--- src/hdl/pcs_pkg.sv ---
// shared types and constants for the packing cycle sequencer
package pcs_pkg;

  // command bytes
  localparam logic [7:0] CMD_START = 8'hFF;
  localparam logic [7:0] CMD_STOP  = 8'hFE;

  // configuration register indexes
  localparam logic [2:0] REG_VERT_DWELL  = 3'd0;
  localparam logic [2:0] REG_VERT_OPEN   = 3'd1;
  localparam logic [2:0] REG_HORIZ_DWELL = 3'd2;
  localparam logic [2:0] REG_HORIZ_OPEN  = 3'd3;
  localparam logic [2:0] REG_FILM_PULSES = 3'd4;
  localparam logic [2:0] REG_POLL_PERIOD = 3'd5;
  localparam logic [2:0] REG_PULSE_HALF  = 3'd6;

  // configuration reset values
  localparam logic [15:0] VERT_DWELL_RST  = 16'd300;
  localparam logic [15:0] VERT_OPEN_RST   = 16'd800;
  localparam logic [15:0] HORIZ_DWELL_RST = 16'd800;
  localparam logic [15:0] HORIZ_OPEN_RST  = 16'd2250;
  localparam logic [15:0] FILM_PULSES_RST = 16'd1200;
  localparam logic [7:0]  POLL_PERIOD_RST = 8'd50;
  localparam logic [7:0]  PULSE_HALF_RST  = 8'd2;

  // sub steps inside a seal phase; film pull uses the first two as pulse high and low
  localparam logic [1:0] SUB_CLOSE = 2'd0;
  localparam logic [1:0] SUB_DWELL = 2'd1;
  localparam logic [1:0] SUB_OPEN  = 2'd2;

  typedef enum logic [2:0] {
    PH_IDLE  = 3'd0,
    PH_VERT  = 3'd1,
    PH_FILM  = 3'd2,
    PH_CONV  = 3'd3,
    PH_HORIZ = 3'd4
  } phase_t;

  typedef enum logic [1:0] {
    DRV_STOP  = 2'd0,
    DRV_CLOSE = 2'd1,
    DRV_OPEN  = 2'd2
  } drive_t;

  typedef struct packed {
    logic       action;
    logic [7:0] rx_byte;
    logic       vert_left_limit;
    logic       vert_right_limit;
    logic       horiz_limit;
    logic       object_seen;
  } in_beat_t;

  typedef struct packed {
    logic        running;
    logic [2:0]  phase;
    logic [1:0]  vert_left_drive;
    logic [1:0]  vert_right_drive;
    logic [1:0]  horiz_drive;
    logic        conveyor_on;
    logic [7:0]  conveyor_speed;
    logic        stepper_pulse;
    logic [31:0] product_count;
  } out_beat_t;

endpackage

--- src/hdl/packing_cycle_sequencer_core.sv ---
// packing cycle sequencer: command decode, cycle sequencing and result register
// latency: a result beat is registered and valid in the cycle after its input beat is accepted
// throughput: one input beat per cycle while out_ready drains the result; set by the single next-state stage
// input is taken whenever the result register is empty or being drained
// reset (rst, synchronous): stopped, idle, motors off, count zero, registers at defaults
module packing_cycle_sequencer_core (
  input  logic                  clk,
  input  logic                  rst,
  input  logic                  in_valid,
  output logic                  in_ready,
  input  pcs_pkg::in_beat_t     in_data,
  output logic                  out_valid,
  input  logic                  out_ready,
  output pcs_pkg::out_beat_t    out_data,
  input  logic                  cfg_valid,
  output logic                  cfg_ready,
  input  logic [2:0]            cfg_index,
  input  logic [15:0]           cfg_data
);

  // configuration registers
  logic [15:0] vert_dwell, vert_open, horiz_dwell, horiz_open, film_pulses;
  logic [7:0]  poll_period, pulse_half;

  // sequencer state
  logic            run_flag, empty_flag, empty_mark;
  pcs_pkg::phase_t phase;
  logic [1:0]      sub_step;
  logic [15:0]     ms_timer, pulse_counter;
  logic            left_done, right_done;
  logic [7:0]      speed;
  logic [31:0]     count;
  pcs_pkg::drive_t left_drv, right_drv, horiz_drv;
  logic            conv_on, pulse;

  logic            run_flag_next, empty_flag_next, empty_mark_next;
  pcs_pkg::phase_t phase_next;
  logic [1:0]      sub_step_next;
  logic [15:0]     ms_timer_next, pulse_counter_next;
  logic            left_done_next, right_done_next;
  logic [7:0]      speed_next;
  logic [31:0]     count_next;
  pcs_pkg::drive_t left_drv_next, right_drv_next, horiz_drv_next;
  logic            conv_on_next, pulse_next;

  logic [15:0] timer_limit, timer_inc, pc_inc;
  logic        timer_hit, in_take;
  logic        go_start, go_film, go_conv, go_horiz;
  pcs_pkg::out_beat_t result;

  assign cfg_ready = 1'b1;
  assign in_ready  = !out_valid || out_ready;
  assign in_take   = in_valid && in_ready;

  // configuration writes
  always_ff @(posedge clk) begin
    if (rst) begin
      vert_dwell  <= pcs_pkg::VERT_DWELL_RST;
      vert_open   <= pcs_pkg::VERT_OPEN_RST;
      horiz_dwell <= pcs_pkg::HORIZ_DWELL_RST;
      horiz_open  <= pcs_pkg::HORIZ_OPEN_RST;
      film_pulses <= pcs_pkg::FILM_PULSES_RST;
      poll_period <= pcs_pkg::POLL_PERIOD_RST;
      pulse_half  <= pcs_pkg::PULSE_HALF_RST;
    end else if (cfg_valid) begin
      case (cfg_index)
        pcs_pkg::REG_VERT_DWELL:  vert_dwell  <= cfg_data;
        pcs_pkg::REG_VERT_OPEN:   vert_open   <= cfg_data;
        pcs_pkg::REG_HORIZ_DWELL: horiz_dwell <= cfg_data;
        pcs_pkg::REG_HORIZ_OPEN:  horiz_open  <= cfg_data;
        pcs_pkg::REG_FILM_PULSES: film_pulses <= cfg_data;
        pcs_pkg::REG_POLL_PERIOD: poll_period <= cfg_data[7:0];
        pcs_pkg::REG_PULSE_HALF:  pulse_half  <= cfg_data[7:0];
        default: ;
      endcase
    end
  end

  // one shared millisecond timer: limit select, saturating increment, compare
  always_comb begin
    case (phase)
      pcs_pkg::PH_VERT: begin
        if (sub_step == pcs_pkg::SUB_CLOSE)      timer_limit = {8'd0, poll_period};
        else if (sub_step == pcs_pkg::SUB_DWELL) timer_limit = vert_dwell;
        else                                     timer_limit = vert_open;
      end
      pcs_pkg::PH_FILM: timer_limit = {8'd0, pulse_half};
      pcs_pkg::PH_HORIZ: begin
        if (sub_step == pcs_pkg::SUB_CLOSE)      timer_limit = {8'd0, poll_period};
        else if (sub_step == pcs_pkg::SUB_DWELL) timer_limit = horiz_dwell;
        else                                     timer_limit = horiz_open;
      end
      default: timer_limit = {8'd0, poll_period};
    endcase
  end

  assign timer_inc = (ms_timer != 16'hFFFF) ? ms_timer + 16'd1 : ms_timer;
  assign timer_hit = timer_inc >= timer_limit;
  assign pc_inc    = pulse_counter + 16'd1;

  // next state for one beat
  always_comb begin
    run_flag_next      = run_flag;
    empty_flag_next    = empty_flag;
    empty_mark_next    = empty_mark;
    phase_next         = phase;
    sub_step_next      = sub_step;
    ms_timer_next      = ms_timer;
    pulse_counter_next = pulse_counter;
    left_done_next     = left_done;
    right_done_next    = right_done;
    speed_next         = speed;
    count_next         = count;
    left_drv_next      = left_drv;
    right_drv_next     = right_drv;
    horiz_drv_next     = horiz_drv;
    conv_on_next       = conv_on;
    pulse_next         = pulse;
    go_start           = 1'b0;
    go_film            = 1'b0;
    go_conv            = 1'b0;
    go_horiz           = 1'b0;

    if (in_data.action) begin
      // command byte
      if (in_data.rx_byte == pcs_pkg::CMD_START) begin
        run_flag_next   = 1'b1;
        empty_flag_next = 1'b1;
      end else if (in_data.rx_byte == pcs_pkg::CMD_STOP) begin
        run_flag_next      = 1'b0;
        left_drv_next      = pcs_pkg::DRV_STOP;
        right_drv_next     = pcs_pkg::DRV_STOP;
        horiz_drv_next     = pcs_pkg::DRV_STOP;
        conv_on_next       = 1'b0;
        pulse_next         = 1'b0;
        empty_mark_next    = 1'b0;
        phase_next         = pcs_pkg::PH_IDLE;
        sub_step_next      = pcs_pkg::SUB_CLOSE;
        ms_timer_next      = 16'd0;
        pulse_counter_next = 16'd0;
        left_done_next     = 1'b0;
        right_done_next    = 1'b0;
      end else begin
        speed_next = in_data.rx_byte;
      end
    end else begin
      // millisecond tick
      case (phase)
        pcs_pkg::PH_IDLE: begin
          go_start = run_flag;
        end
        pcs_pkg::PH_VERT: begin
          ms_timer_next = timer_hit ? 16'd0 : timer_inc;
          if (sub_step == pcs_pkg::SUB_CLOSE) begin
            if (timer_hit) begin
              if (!left_done && in_data.vert_left_limit) begin
                left_done_next = 1'b1;
                left_drv_next  = pcs_pkg::DRV_STOP;
              end
              if (!right_done && in_data.vert_right_limit) begin
                right_done_next = 1'b1;
                right_drv_next  = pcs_pkg::DRV_STOP;
              end
              if (left_done_next && right_done_next) begin
                sub_step_next = pcs_pkg::SUB_DWELL;
                ms_timer_next = 16'd0;
              end
            end
          end else if (sub_step == pcs_pkg::SUB_DWELL) begin
            if (timer_hit) begin
              sub_step_next  = pcs_pkg::SUB_OPEN;
              left_drv_next  = pcs_pkg::DRV_OPEN;
              right_drv_next = pcs_pkg::DRV_OPEN;
            end
          end else if (timer_hit) begin
            left_drv_next  = pcs_pkg::DRV_STOP;
            right_drv_next = pcs_pkg::DRV_STOP;
            go_film        = 1'b1;
          end
        end
        pcs_pkg::PH_FILM: begin
          ms_timer_next = timer_hit ? 16'd0 : timer_inc;
          if (timer_hit) begin
            if (sub_step == pcs_pkg::SUB_CLOSE) begin
              sub_step_next = pcs_pkg::SUB_DWELL;
              pulse_next    = 1'b0;
            end else begin
              pulse_counter_next = pc_inc;
              if (pc_inc >= film_pulses) begin
                go_conv = 1'b1;
              end else begin
                sub_step_next = pcs_pkg::SUB_CLOSE;
                pulse_next    = 1'b1;
              end
            end
          end
        end
        pcs_pkg::PH_CONV: begin
          ms_timer_next = timer_hit ? 16'd0 : timer_inc;
          if (timer_hit && (speed == 8'd0 || in_data.object_seen)) begin
            conv_on_next = 1'b0;
            go_horiz     = 1'b1;
          end
        end
        pcs_pkg::PH_HORIZ: begin
          ms_timer_next = timer_hit ? 16'd0 : timer_inc;
          if (sub_step == pcs_pkg::SUB_CLOSE) begin
            if (timer_hit && in_data.horiz_limit) begin
              horiz_drv_next = pcs_pkg::DRV_STOP;
              sub_step_next  = pcs_pkg::SUB_DWELL;
            end
          end else if (sub_step == pcs_pkg::SUB_DWELL) begin
            if (timer_hit) begin
              sub_step_next  = pcs_pkg::SUB_OPEN;
              horiz_drv_next = pcs_pkg::DRV_OPEN;
            end
          end else if (timer_hit) begin
            horiz_drv_next = pcs_pkg::DRV_STOP;
            if (!empty_mark) count_next = count + 32'd1;
            go_start = 1'b1;
          end
        end
        default: begin
          phase_next    = pcs_pkg::PH_IDLE;
          sub_step_next = pcs_pkg::SUB_CLOSE;
          ms_timer_next = 16'd0;
        end
      endcase
    end

    // new cycle: take the pending no-product mark and close the vertical jaws
    if (go_start) begin
      empty_mark_next = empty_flag;
      empty_flag_next = 1'b0;
      phase_next      = pcs_pkg::PH_VERT;
      sub_step_next   = pcs_pkg::SUB_CLOSE;
      ms_timer_next   = 16'd0;
      left_done_next  = 1'b0;
      right_done_next = 1'b0;
      left_drv_next   = pcs_pkg::DRV_CLOSE;
      right_drv_next  = pcs_pkg::DRV_CLOSE;
    end

    // phase entry chain: film pull, then conveyor, then horizontal seal
    if (go_film) begin
      pulse_counter_next = 16'd0;
      if (film_pulses == 16'd0) begin
        go_conv = 1'b1;
      end else begin
        phase_next    = pcs_pkg::PH_FILM;
        sub_step_next = pcs_pkg::SUB_CLOSE;
        ms_timer_next = 16'd0;
        pulse_next    = 1'b1;
      end
    end
    if (go_conv) begin
      if (empty_mark || speed == 8'd0) begin
        go_horiz = 1'b1;
      end else begin
        phase_next    = pcs_pkg::PH_CONV;
        sub_step_next = pcs_pkg::SUB_CLOSE;
        ms_timer_next = 16'd0;
        conv_on_next  = 1'b1;
      end
    end
    if (go_horiz) begin
      phase_next     = pcs_pkg::PH_HORIZ;
      sub_step_next  = pcs_pkg::SUB_CLOSE;
      ms_timer_next  = 16'd0;
      horiz_drv_next = pcs_pkg::DRV_CLOSE;
    end
  end

  // result beat from the updated state
  always_comb begin
    result.running          = run_flag_next;
    result.phase            = phase_next;
    result.vert_left_drive  = left_drv_next;
    result.vert_right_drive = right_drv_next;
    result.horiz_drive      = horiz_drv_next;
    result.conveyor_on      = conv_on_next;
    result.conveyor_speed   = speed_next;
    result.stepper_pulse    = pulse_next;
    result.product_count    = count_next;
  end

  // state registers
  always_ff @(posedge clk) begin
    if (rst) begin
      run_flag      <= 1'b0;
      empty_flag    <= 1'b0;
      empty_mark    <= 1'b0;
      phase         <= pcs_pkg::PH_IDLE;
      sub_step      <= pcs_pkg::SUB_CLOSE;
      ms_timer      <= 16'd0;
      pulse_counter <= 16'd0;
      left_done     <= 1'b0;
      right_done    <= 1'b0;
      speed         <= 8'd0;
      count         <= 32'd0;
      left_drv      <= pcs_pkg::DRV_STOP;
      right_drv     <= pcs_pkg::DRV_STOP;
      horiz_drv     <= pcs_pkg::DRV_STOP;
      conv_on       <= 1'b0;
      pulse         <= 1'b0;
    end else if (in_take) begin
      run_flag      <= run_flag_next;
      empty_flag    <= empty_flag_next;
      empty_mark    <= empty_mark_next;
      phase         <= phase_next;
      sub_step      <= sub_step_next;
      ms_timer      <= ms_timer_next;
      pulse_counter <= pulse_counter_next;
      left_done     <= left_done_next;
      right_done    <= right_done_next;
      speed         <= speed_next;
      count         <= count_next;
      left_drv      <= left_drv_next;
      right_drv     <= right_drv_next;
      horiz_drv     <= horiz_drv_next;
      conv_on       <= conv_on_next;
      pulse         <= pulse_next;
    end
  end

  // result register
  always_ff @(posedge clk) begin
    if (rst) begin
      out_valid <= 1'b0;
    end else if (in_take) begin
      out_valid <= 1'b1;
    end else if (out_ready) begin
      out_valid <= 1'b0;
    end
  end

  always_ff @(posedge clk) begin
    if (in_take) begin
      out_data <= result;
    end
  end

`ifndef SYNTHESIS
  // a cycle only runs while the machine is running
  assert property (@(posedge clk) disable iff (rst)
    (phase != pcs_pkg::PH_IDLE) |-> run_flag)
    else $error("cycle active while stopped");

  // conveyor runs only in the conveyor phase
  assert property (@(posedge clk) disable iff (rst)
    conv_on |-> (phase == pcs_pkg::PH_CONV))
    else $error("conveyor on outside conveyor phase");

  // stepper pulse high only during film pull
  assert property (@(posedge clk) disable iff (rst)
    pulse |-> (phase == pcs_pkg::PH_FILM))
    else $error("stepper pulse outside film pull");

  // horizontal motor moves only in the horizontal seal
  assert property (@(posedge clk) disable iff (rst)
    (horiz_drv != pcs_pkg::DRV_STOP) |-> (phase == pcs_pkg::PH_HORIZ))
    else $error("horizontal motor active outside horizontal seal");

  // product count advances by one at most per beat
  assert property (@(posedge clk) disable iff (rst)
    (!$past(rst) && count != $past(count)) |-> (count == $past(count) + 32'd1))
    else $error("product count jumped");
`endif

endmodule
--- config.mk ---
export PLATFORM = sky130hd
export DESIGN_NAME = packing_cycle_sequencer_core
export DESIGN_NICKNAME = d
export VERILOG_FILES = /design/src/hdl/pcs_pkg.sv /design/src/hdl/packing_cycle_sequencer_core.sv
export SDC_FILE = /design/constraint.sdc
export NUM_CORES = 1
export LEC_CHECK = 0
export ABC_CLOCK_PERIOD_IN_PS = 6300
export BUFFER_PORTS_ARGS = -buffer_cell sky130_fd_sc_hd__buf_2
export CAP_MARGIN = 20
export CORE_MARGIN = 3
export CORE_UTILIZATION = 55
export DETAILED_ROUTE_END_ITERATION = 12
export GPL_TIMING_DRIVEN = 0
export PLACE_DENSITY = 0.74
export SYNTH_ARGS = -nofsm -noshare
export SYNTH_HDL_FRONTEND = slang
export SYNTH_SLANG_ARGS = --single-unit
--- constraint.sdc ---
create_clock -name clk -period 6.3 [get_ports clk]
set_input_delay 0.315 -clock clk [delete_from_list [all_inputs] [get_ports clk]]
set_output_delay 0.315 -clock clk [all_outputs]
set_load 0.1 [all_outputs]
==> summary.md, run 1 <==
| Metric | Value |
|---|---|
| Status | completed |
| Layout Area Growth over Synthesis | 13.60% |
| Layout net count | 1632 |
| Total power divided by cell area | roughly 250 nW/um^2 |
| IO Count | 92 |
| Y dimension of the die | 154.2 um |
| Synthesized-area fraction occupied by ao, oa, aoi and oai cells | 0.1676 |
| Total number of vias | 11194 |
| Kind of end point of the critical path | register |
| Finish-stage setup viols | 0 |
| Number of fill cells | 1865 |
| Effective utilization at floorplan | 0.5674 |
| Die extent in x | roughly 150 um |
| Count of TritonRoute iterations in the first routing pass | 5 |
| Number of distinct library cell variants in the gate-level netlist after synthesis | 77 |
| Adder-cell share of the synthesized area | 0.03625 |
| Number of global-route vias before repair | between 10000 and 15000 |
| CTS root buf | sky130_fd_sc_hd__clkbuf_16 |
| Gate count after technology mapping | 1442 |
| Post-DR vias/cell | 6.028 |
| Number of antenna-violating nets in the routed design | 0 |
| Row Count | 53 |
| DP Wirelength | 24.39 mm |
| TritonCTS clock tree | built |
| Cell Area, Synth | about 12000 um^2 |
| Multiplexer share of the synthesized area | 0.01906 |
| VDD IR max | 0.2101 mV |
| Fmax | about 0.18 GHz |
| Routed wire length | 34.49 mm |
| Number of warning messages in the yosys log | 0 |
| Total die area | 23780 um^2 |
| Final worst-path setup slack | 0.6076 ns |
| Top-count cell post-synth | sky130_fd_sc_hd__nand2_1 |
| Clock buffers created by TritonCTS | 26 |
| Post-synthesis area per instance | 8.377 um^2 |
| Shortest clock period the worst path allows after layout | between 5 and 6 ns |
| Net Count, Synth | 1514 |
| Top cell type's share of synthesized area | 0.3099 |
| Highest metal layer with signal wires | met4 |
| Critical path class | reg -> reg |
| Count of input and output buffers | 89 |
| Setup TNS | 0 ns |
| Post-synthesis share of cell area spent on xor and xnor gates | 0.06308 |
| Crit path DAT | 5.94 ns |
| Top area cells in the synthesized netlist | sky130_fd_sc_hd__dfxtp_1 (31%), sky130_fd_sc_hd__edfxtp_1 (13%), sky130_fd_sc_hd__nand2_1 (9.6%) |
| Setup repair after global routing missed its margin | false |
| Register Area | 5305 um^2 |
| Fraction of the yosys area taken by sequential cells | 0.4392 |
| Tot GR Track Use | 0.2785 |
| Area used by multi-input combinational logic | 6322 um^2 |
| CTS H-tree lvls | 1 |
| Average detailed-routed wire length per instance | 18.57 um |
| Max-slew violation count | 0 |
| Max cap viols | 0 |
| Area share of and/or/nand/nor cells after synthesis | 0.2371 |
| Number of flops mapped to enable cells by yosys | 52 |
| Share of post-route cells with drive strength above 1 | 0.1108 |
| Clock slew at reported path FFs | 0.06 ns |
| Core region area | 21290 um^2 |
| Crit start category | register |
| Drt first-iter violations | 1098 |
| Pin count of the biggest net entering global routing | 33 |
| Required time worst endpoint | roughly 6.6 ns |
| Type of the most critical hold path | in -> reg |
| Max clock buf depth | 3 |
| GPL Wtd Cong | between 0.9 and 1 |
| Post CTS Setup Buffer Count | 0 |
| Asr flop ratio synth | 0 |
| Congestion Overflow GR | 0 |
| Dominant combinational cell family by area after synthesis | simple AND/OR/NAND/NOR gates |
| Hold-fix buffers, CTS | 0 |
| FF+latch count, synth | 239 |
| Commonest cells in the netlist | sky130_fd_sc_hd__nand2_1 (309), sky130_fd_sc_hd__dfxtp_1 (187), sky130_fd_sc_hd__a21oi_1 (146) |
| Tightest slew margin relative to the limit | 0.3127 |
| Total DRC errors in the routed layout | 0 |
| Initial antenna violation count | 1 |
| Instance area at placement | 12890 um^2 |
| Clock tree sinks | 239 |
| Tcrit/Tclk final | 0.9036 |
| Total non-filler cell area in the finished layout | approximately 14000 um^2 |
| Worst-case clock skew | roughly 0.018 ns |
| Pre-CTS setup slack | just under 0.8 ns |
| Leak pwr | 5.175 nW |
| Met1 wire length | 14.48 mm |
| Ys flop type | sky130_fd_sc_hd__dfxtp_1 |
| Routed met2 length | 16.00 mm |
| Source-to-sink clock delay at the later pin of the worst-skew pair | 0.54 ns |
| Cell taking the most area after synthesis | sky130_fd_sc_hd__dfxtp_1 |
| Largest driver fanout on the critical path | 10 |
| Count of instances resized after the clock tree is built | 0 |
| Global-route wire length before repair | 54.59 mm |
| Transition at the pin with the smallest max-transition slack | 1.023 ns |
| Number of hold-slack violations in the final timing report | 0 |
| Detailed-routed wire length on met3 | 2.990 mm |
[where the power goes]
| part | internal [mW] | switching (mW) | leakage (nW) |
|---|---|---|---|
| clock network | 0.836 | 0.643 | 0.403 |
| logic | 0.0696 | 0.288 | 2.74 |
| registers | 1.60 | 0.0182 | 2.03 |
| total | 2.51 | 0.949 | 5.17 |
[flip-flops by register name, indices dropped and copies added, names as in the netlist, 2 cells and up]
| signal | flops |
|---|---|
| film_pulses | 16 |
| left_drv | 2 |
| vert_dwell | 16 |
| vert_open | 16 |
| sub_step | 2 |
| poll_period | 8 |
| pulse_half | 8 |
| right_drv | 2 |
| speed | 8 |
| horiz_drv | 2 |
| horiz_open | 16 |
| pulse_counter | 16 |
| count | 32 |
| horiz_dwell | 16 |
| ms_timer | 16 |
| phase | 3 |
| out_data | 52 |
[metrics by stage]
| stage | hold WS (ns) | utilization | std cells | power [mW] |
|---|---|---|---|---|
| after floorplan | 0.4324 | - | 1442 | 1.907 |
| after global placement | 0.4400 | 0.6045 | 1806 | 2.001 |
| after detailed placement | 0.4466 | 0.6055 | 1807 | 2.006 |
| after CTS | 0.01179 | 0.6444 | 1855 | 3.465 |
| after global routing | 0.02921 | 0.6444 | 1855 | 3.562 |
| final | 0.01958 | 0.6446 | 1857 | 3.458 |
[layout make-up]
cell class | count | area share
sequential | 239 | 0.3866
timing repair buffer | 90 | 0.03392
multi-input combinational | 1093 | 0.4607
inverter | 32 | 0.008754
clock buffer | 32 | 0.05124
antenna | 2 | 0.0003647
tap | 275 | 0.02508
clock inverter | 16 | 0.009027
buffer | 78 | 0.02425
[critical path, cell delays in order (launching register included)]
cell,delay (ns)
sky130_fd_sc_hd__dfxtp_1,0.31
sky130_fd_sc_hd__clkbuf_1,0.28
sky130_fd_sc_hd__clkbuf_1,0.43
sky130_fd_sc_hd__nand2_1,0.24
sky130_fd_sc_hd__nor3b_1,0.62
sky130_fd_sc_hd__clkbuf_1,0.53
sky130_fd_sc_hd__a221oi_1,0.29
sky130_fd_sc_hd__ha_1,0.41
sky130_fd_sc_hd__nand4_2,0.15
sky130_fd_sc_hd__or2_1,0.27
sky130_fd_sc_hd__o41a_1,0.43
sky130_fd_sc_hd__buf_6,0.16
sky130_fd_sc_hd__nand2_1,0.27
sky130_fd_sc_hd__clkbuf_1,0.52
sky130_fd_sc_hd__nand2_1,0.10
sky130_fd_sc_hd__a21oi_1,0.22
sky130_fd_sc_hd__o21ai_0,0.17
[cells by family (layout without fill, tap and decap cells)]
kind of cell,after synthesis,in the layout
AND/OR/NAND/NOR,631,631
AO/OA/AOI/OAI,317,317
flip-flops,239,239
buffers and inverters,110,248
XOR/XNOR,87,87
adder cells (fa/ha/maj),35,35
multiplexers,22,22
other,1,3
[layout by cell type (no fill, tap or decap), types with 22 or more instances in the layout]
cell type	Yosys	final
sky130_fd_sc_hd__nand2_1	309	309
sky130_fd_sc_hd__dfxtp_1	187	187
sky130_fd_sc_hd__a21oi_1	146	146
sky130_fd_sc_hd__nor2_1	101	101
sky130_fd_sc_hd__buf_2	9	99
sky130_fd_sc_hd__nand3_1	76	76
sky130_fd_sc_hd__clkbuf_1	58	61
sky130_fd_sc_hd__edfxtp_1	52	52
sky130_fd_sc_hd__xnor2_1	47	47
sky130_fd_sc_hd__o21ai_0	44	44
sky130_fd_sc_hd__xor2_1	40	40
sky130_fd_sc_hd__ha_1	35	35
sky130_fd_sc_hd__inv_1	31	31
sky130_fd_sc_hd__and3_1	26	26
sky130_fd_sc_hd__clkbuf_16	0	26
sky130_fd_sc_hd__nand4_1	22	22
[path summary, 6_finish.rpt]
kind | start | to | slack [ns] | depth (start not counted)
worst max-delay path | phase[0] | out_data[45] | 0.61 | 16
worst min-delay path | in_valid | out_valid | 0.02 | 3
worst max register to register | phase[0] | out_data[45] | 0.61 | 16
worst min register to register | pulse_half[5] | pulse_half[5] | 0.45 | 2
[routing by layer]
metal,vias up,global-route usage
li1,5335,-
met1,5256,0.3743
met2,518,0.4555
met3,85,0.05148
met4,0,0.09378
met5,-,0
Note: power is estimated with default switching activity, not from simulation.
==> inputs of run 2 (changes only) <==
--- a/config.mk
+++ b/config.mk
@@ -12,7 +12,7 @@
 export CORE_UTILIZATION = 55
 export DETAILED_ROUTE_END_ITERATION = 12
 export GPL_TIMING_DRIVEN = 0
-export PLACE_DENSITY = 0.74
+export PLACE_DENSITY = 0.7
 export SYNTH_ARGS = -nofsm -noshare
 export SYNTH_HDL_FRONTEND = slang
 export SYNTH_SLANG_ARGS = --single-unit
==> run 2 against run 1 <==
- highest routed layer unchanged
- register-to-register slack lost 0.04 ns
- largest cell class unchanged
- first-iteration DRC count shrank 13%
- clock skew shrank 0.010 ns
- count of clock-buffer cells in the layout grew 6
- flip-flop and latch count is the same
==> summary.md, run 2 (same netlist as run 1, synthesis figures left out) <==
| Metric | Value |
|---|---|
| Source-to-sink clock delay at the later pin of the worst-skew pair | 0.53 ns (was 0.54 ns) |
| TritonCTS clock tree | built (unchanged) |
| Tcrit/Tclk final | 0.9099 (was 0.9036) |
| Drt first-iter violations | 953 (was 1098) |
| Effective utilization at floorplan | 0.5674 (unchanged) |
| Average detailed-routed wire length per instance | 18.56 um (was 18.57 um) |
| Type of the most critical hold path | in -> reg (unchanged) |
| Max cap viols | 0 (unchanged) |
| Cell seen most often among critical-path stages | sky130_fd_sc_hd__clkbuf_1 (unchanged) |
| Worst-case clock skew | 0.008015 ns (was 0.01809 ns) |
| Count of TritonRoute iterations in the first routing pass | 5 (unchanged) |
| Post CTS Setup Buffer Count | 0 (unchanged) |
| Hold-fix buffers, CTS | 0 (unchanged) |
| Fmax | 0.1744 GHz (was 0.1757 GHz) |
| Max clock buf depth | 3 (unchanged) |
| Number of antenna-violating nets in the routed design | 0 (unchanged) |
| VDD IR max | 0.1669 mV (was 0.2101 mV) |
| Instance area at placement | 12890 um^2 (unchanged) |
| Post-DR vias/cell | 5.920 (was 6.028) |
| Share of post-route cells with drive strength above 1 | 0.1057 (was 0.1108) |
| Shortest clock period the worst path allows after layout | 5.733 ns (was 5.692 ns) |
| Transition at the pin with the smallest max-transition slack | 1.032 ns (was 1.023 ns) |
| Y dimension of the die | 154.2 um (unchanged) |
| Tot GR Track Use | 0.2811 (was 0.2785) |
| Global-route wire length before repair | 54.88 mm (was 54.59 mm) |
| Clock slew at reported path FFs | 0.06 ns (about the same) |
| CTS H-tree lvls | 1 (unchanged) |
| Worst path bufs/invs | 5 (unchanged) |
| Required time worst endpoint | 6.58 ns (was 6.55 ns) |
| Setup repair after global routing missed its margin | false (unchanged) |
| Register with the highest flop count | out_data (unchanged) |
| Most common library cell in the layout ignoring fill and taps | sky130_fd_sc_hd__nand2_1 (unchanged) |
| Total die area | 23780 um^2 (unchanged) |
| Area used by multi-input combinational logic | 6322 um^2 (unchanged) |
| Most frequent cells in the layout | sky130_fd_sc_hd__nand2_1 (309), sky130_fd_sc_hd__dfxtp_1 (187), sky130_fd_sc_hd__a21oi_1 (146), sky130_fd_sc_hd__nor2_1 (101), sky130_fd_sc_hd__buf_2 (99) (unchanged) |
| Total number of vias | 10987 (was 11194) |
| Clock tree sinks | 239 (unchanged) |
| Register Area | 5305 um^2 (unchanged) |
| Layout Area Growth over Synthesis | 13.82% (was 13.60%) |
| Count of instances resized after the clock tree is built | 0 (unchanged) |
| Total non-filler cell area in the finished layout | 13750 um^2 (was 13720 um^2) |
| Finish-stage setup viols | 0 (unchanged) |
| Kind of end point of the critical path | register (unchanged) |
| Crit start category | register (unchanged) |
| Row Count | 53 (unchanged) |
| Critical-path cell list | clkbuf_1 -> clkbuf_1 -> nand2_1 -> nor3b_1 -> clkbuf_1 -> a221oi_1 -> ha_1 -> nand4_2 -> or2_1 -> o41a_1 -> buf_6 -> nand2_1 -> clkbuf_1 -> a31oi_1 -> o21ai_0 -> nand2_1 (was clkbuf_1 -> clkbuf_1 -> nand2_1 -> nor3b_1 -> clkbuf_1 -> a221oi_1 -> ha_1 -> nand4_2 -> or2_1 -> o41a_1 -> buf_6 -> nand2_1 -> clkbuf_1 -> nand2_1 -> a21oi_1 -> o21ai_0) |
| Standard cell with the maximum stage delay on the critical path | sky130_fd_sc_hd__nor3b_1 (unchanged) |
| Largest driver fanout on the critical path | 10 (unchanged) |
| GPL Wtd Cong | 0.9154 (was 0.9449) |
| Crit path DAT | 6.01 ns (was 5.94 ns) |
| Number of flip-flops in the largest register | 52 (unchanged) |
| Leak pwr | 5.187 nW (was 5.175 nW) |
| Pin count of the biggest net entering global routing | 33 (unchanged) |
| Top Registers | out_data (52), count (32) (unchanged) |
| Status | completed (unchanged) |
| Die extent in x | 154.2 um (unchanged) |
| Max-slew violation count | 0 (unchanged) |
| Critical path class | reg -> reg (unchanged) |
| Setup TNS | 0 ns (unchanged) |
| Total power divided by cell area | 256.7 nW/um^2 (was 252.0 nW/um^2) |
| Total DRC errors in the routed layout | 0 (unchanged) |
| Number of hold-slack violations in the final timing report | 0 (unchanged) |
| Initial antenna violation count | 0 (was 1) |
| CTS root buf | sky130_fd_sc_hd__clkbuf_16 (unchanged) |
| R2R setup slack | 0.57 ns (was 0.61 ns) |
| Number of global-route vias before repair | 10472 (was 10445) |
| Clock buffers created by TritonCTS | 26 (unchanged) |
| Routed wire length | 34.44 mm (was 34.49 mm) |
| Worst stage delay on the critical path | 0.58 ns (was 0.62 ns) |
| IO Count | 92 (unchanged) |
| Core region area | 21290 um^2 (unchanged) |
| Congestion Overflow GR | 0 (unchanged) |
| Count of input and output buffers | 89 (unchanged) |
| Number of fill cells | 1860 (was 1865) |
| Layout net count | 1632 (unchanged) |
| DP Wirelength | 24.73 mm (was 24.39 mm) |
| Largest delay share family, worst path | buffers and inverters (unchanged) |
| Tightest slew margin relative to the limit | 0.3120 (was 0.3127) |
[run 2: cell types whose count changed in the layout (fill, tap and decap cells not counted)]
cell,delta
sky130_fd_sc_hd__clkinv_2,-5
sky130_fd_sc_hd__clkbuf_1,+6
sky130_fd_sc_hd__clkinv_8,-1
sky130_fd_sc_hd__clkinv_4,-1
sky130_fd_sc_hd__bufinv_16,+2
sky130_fd_sc_hd__diode_2,-1
sky130_fd_sc_hd__clkbuf_16,+1
sky130_fd_sc_hd__clkinv_1,+2
sky130_fd_sc_hd__clkinvlp_4,-3
sky130_fd_sc_hd__clkbuf_8,-1
[run 2: path summary, 6_finish.rpt]
| check | from | endpoint | cells after the start |
|---|---|---|---|
| setup reg to reg | phase[0] | out_data[32] | 16 |
| hold / removal | in_valid | out_valid | 3 |
| setup / recovery | phase[0] | out_data[32] | 16 |
| hold reg to reg | pulse_half[5] | pulse_half[5] | 2 |
[run 2: layout make-up]
cell class                      count  area share
Antenna cell                        1   0.0001820
Multi-Input combinational cell   1093      0.4599
Buffer                             78     0.02421
Inverter                           32    0.008737
Timing Repair Buffer               90     0.03386
Tap cell                          275     0.02503
Sequential cell                   239      0.3859
Clock inverter                     10    0.008646
Clock buffer                       38     0.05360
[run 2: worst min-delay path, stage by stage]
cell and delay, ns:
sky130_fd_sc_hd__buf_2 0.10, sky130_fd_sc_hd__inv_1 0.04, sky130_fd_sc_hd__a21oi_1 0.05
[run 2: stage by stage]
stage          cells    util  hold slack (ns)  power (mW)  worst slack [ns]
2_1_floorplan   1442       -           0.4324       1.907             1.923
3_3_place_gp    1806  0.6045           0.4390       2.004            0.7933
3_5_place_dp    1807  0.6055           0.4432       2.007            0.7775
4_1_cts         1855  0.6457         0.009601       3.539            0.7706
5_1_grt         1855  0.6457          0.02003       3.624            0.4161
6_report        1856  0.6459          0.02873       3.529            0.5673
[run 2: report_power, final]
group | switching (mW) | internal [mW]
sequential | 0.0180 | 1.60
combinational | 0.288 | 0.0695
clock | 0.622 | 0.929
total | 0.928 | 2.60
[run 2: layer usage]
metal,wire length (um),global-route usage,vias to the layer above,part of all wire
li1,-,-,5336,-
met1,14930,0.3890,5115,0.43
met2,15970,0.4634,456,0.46
met3,2631,0.03386,80,0.076
met4,915,0.08789,0,0.027
met5,0,0,-,0
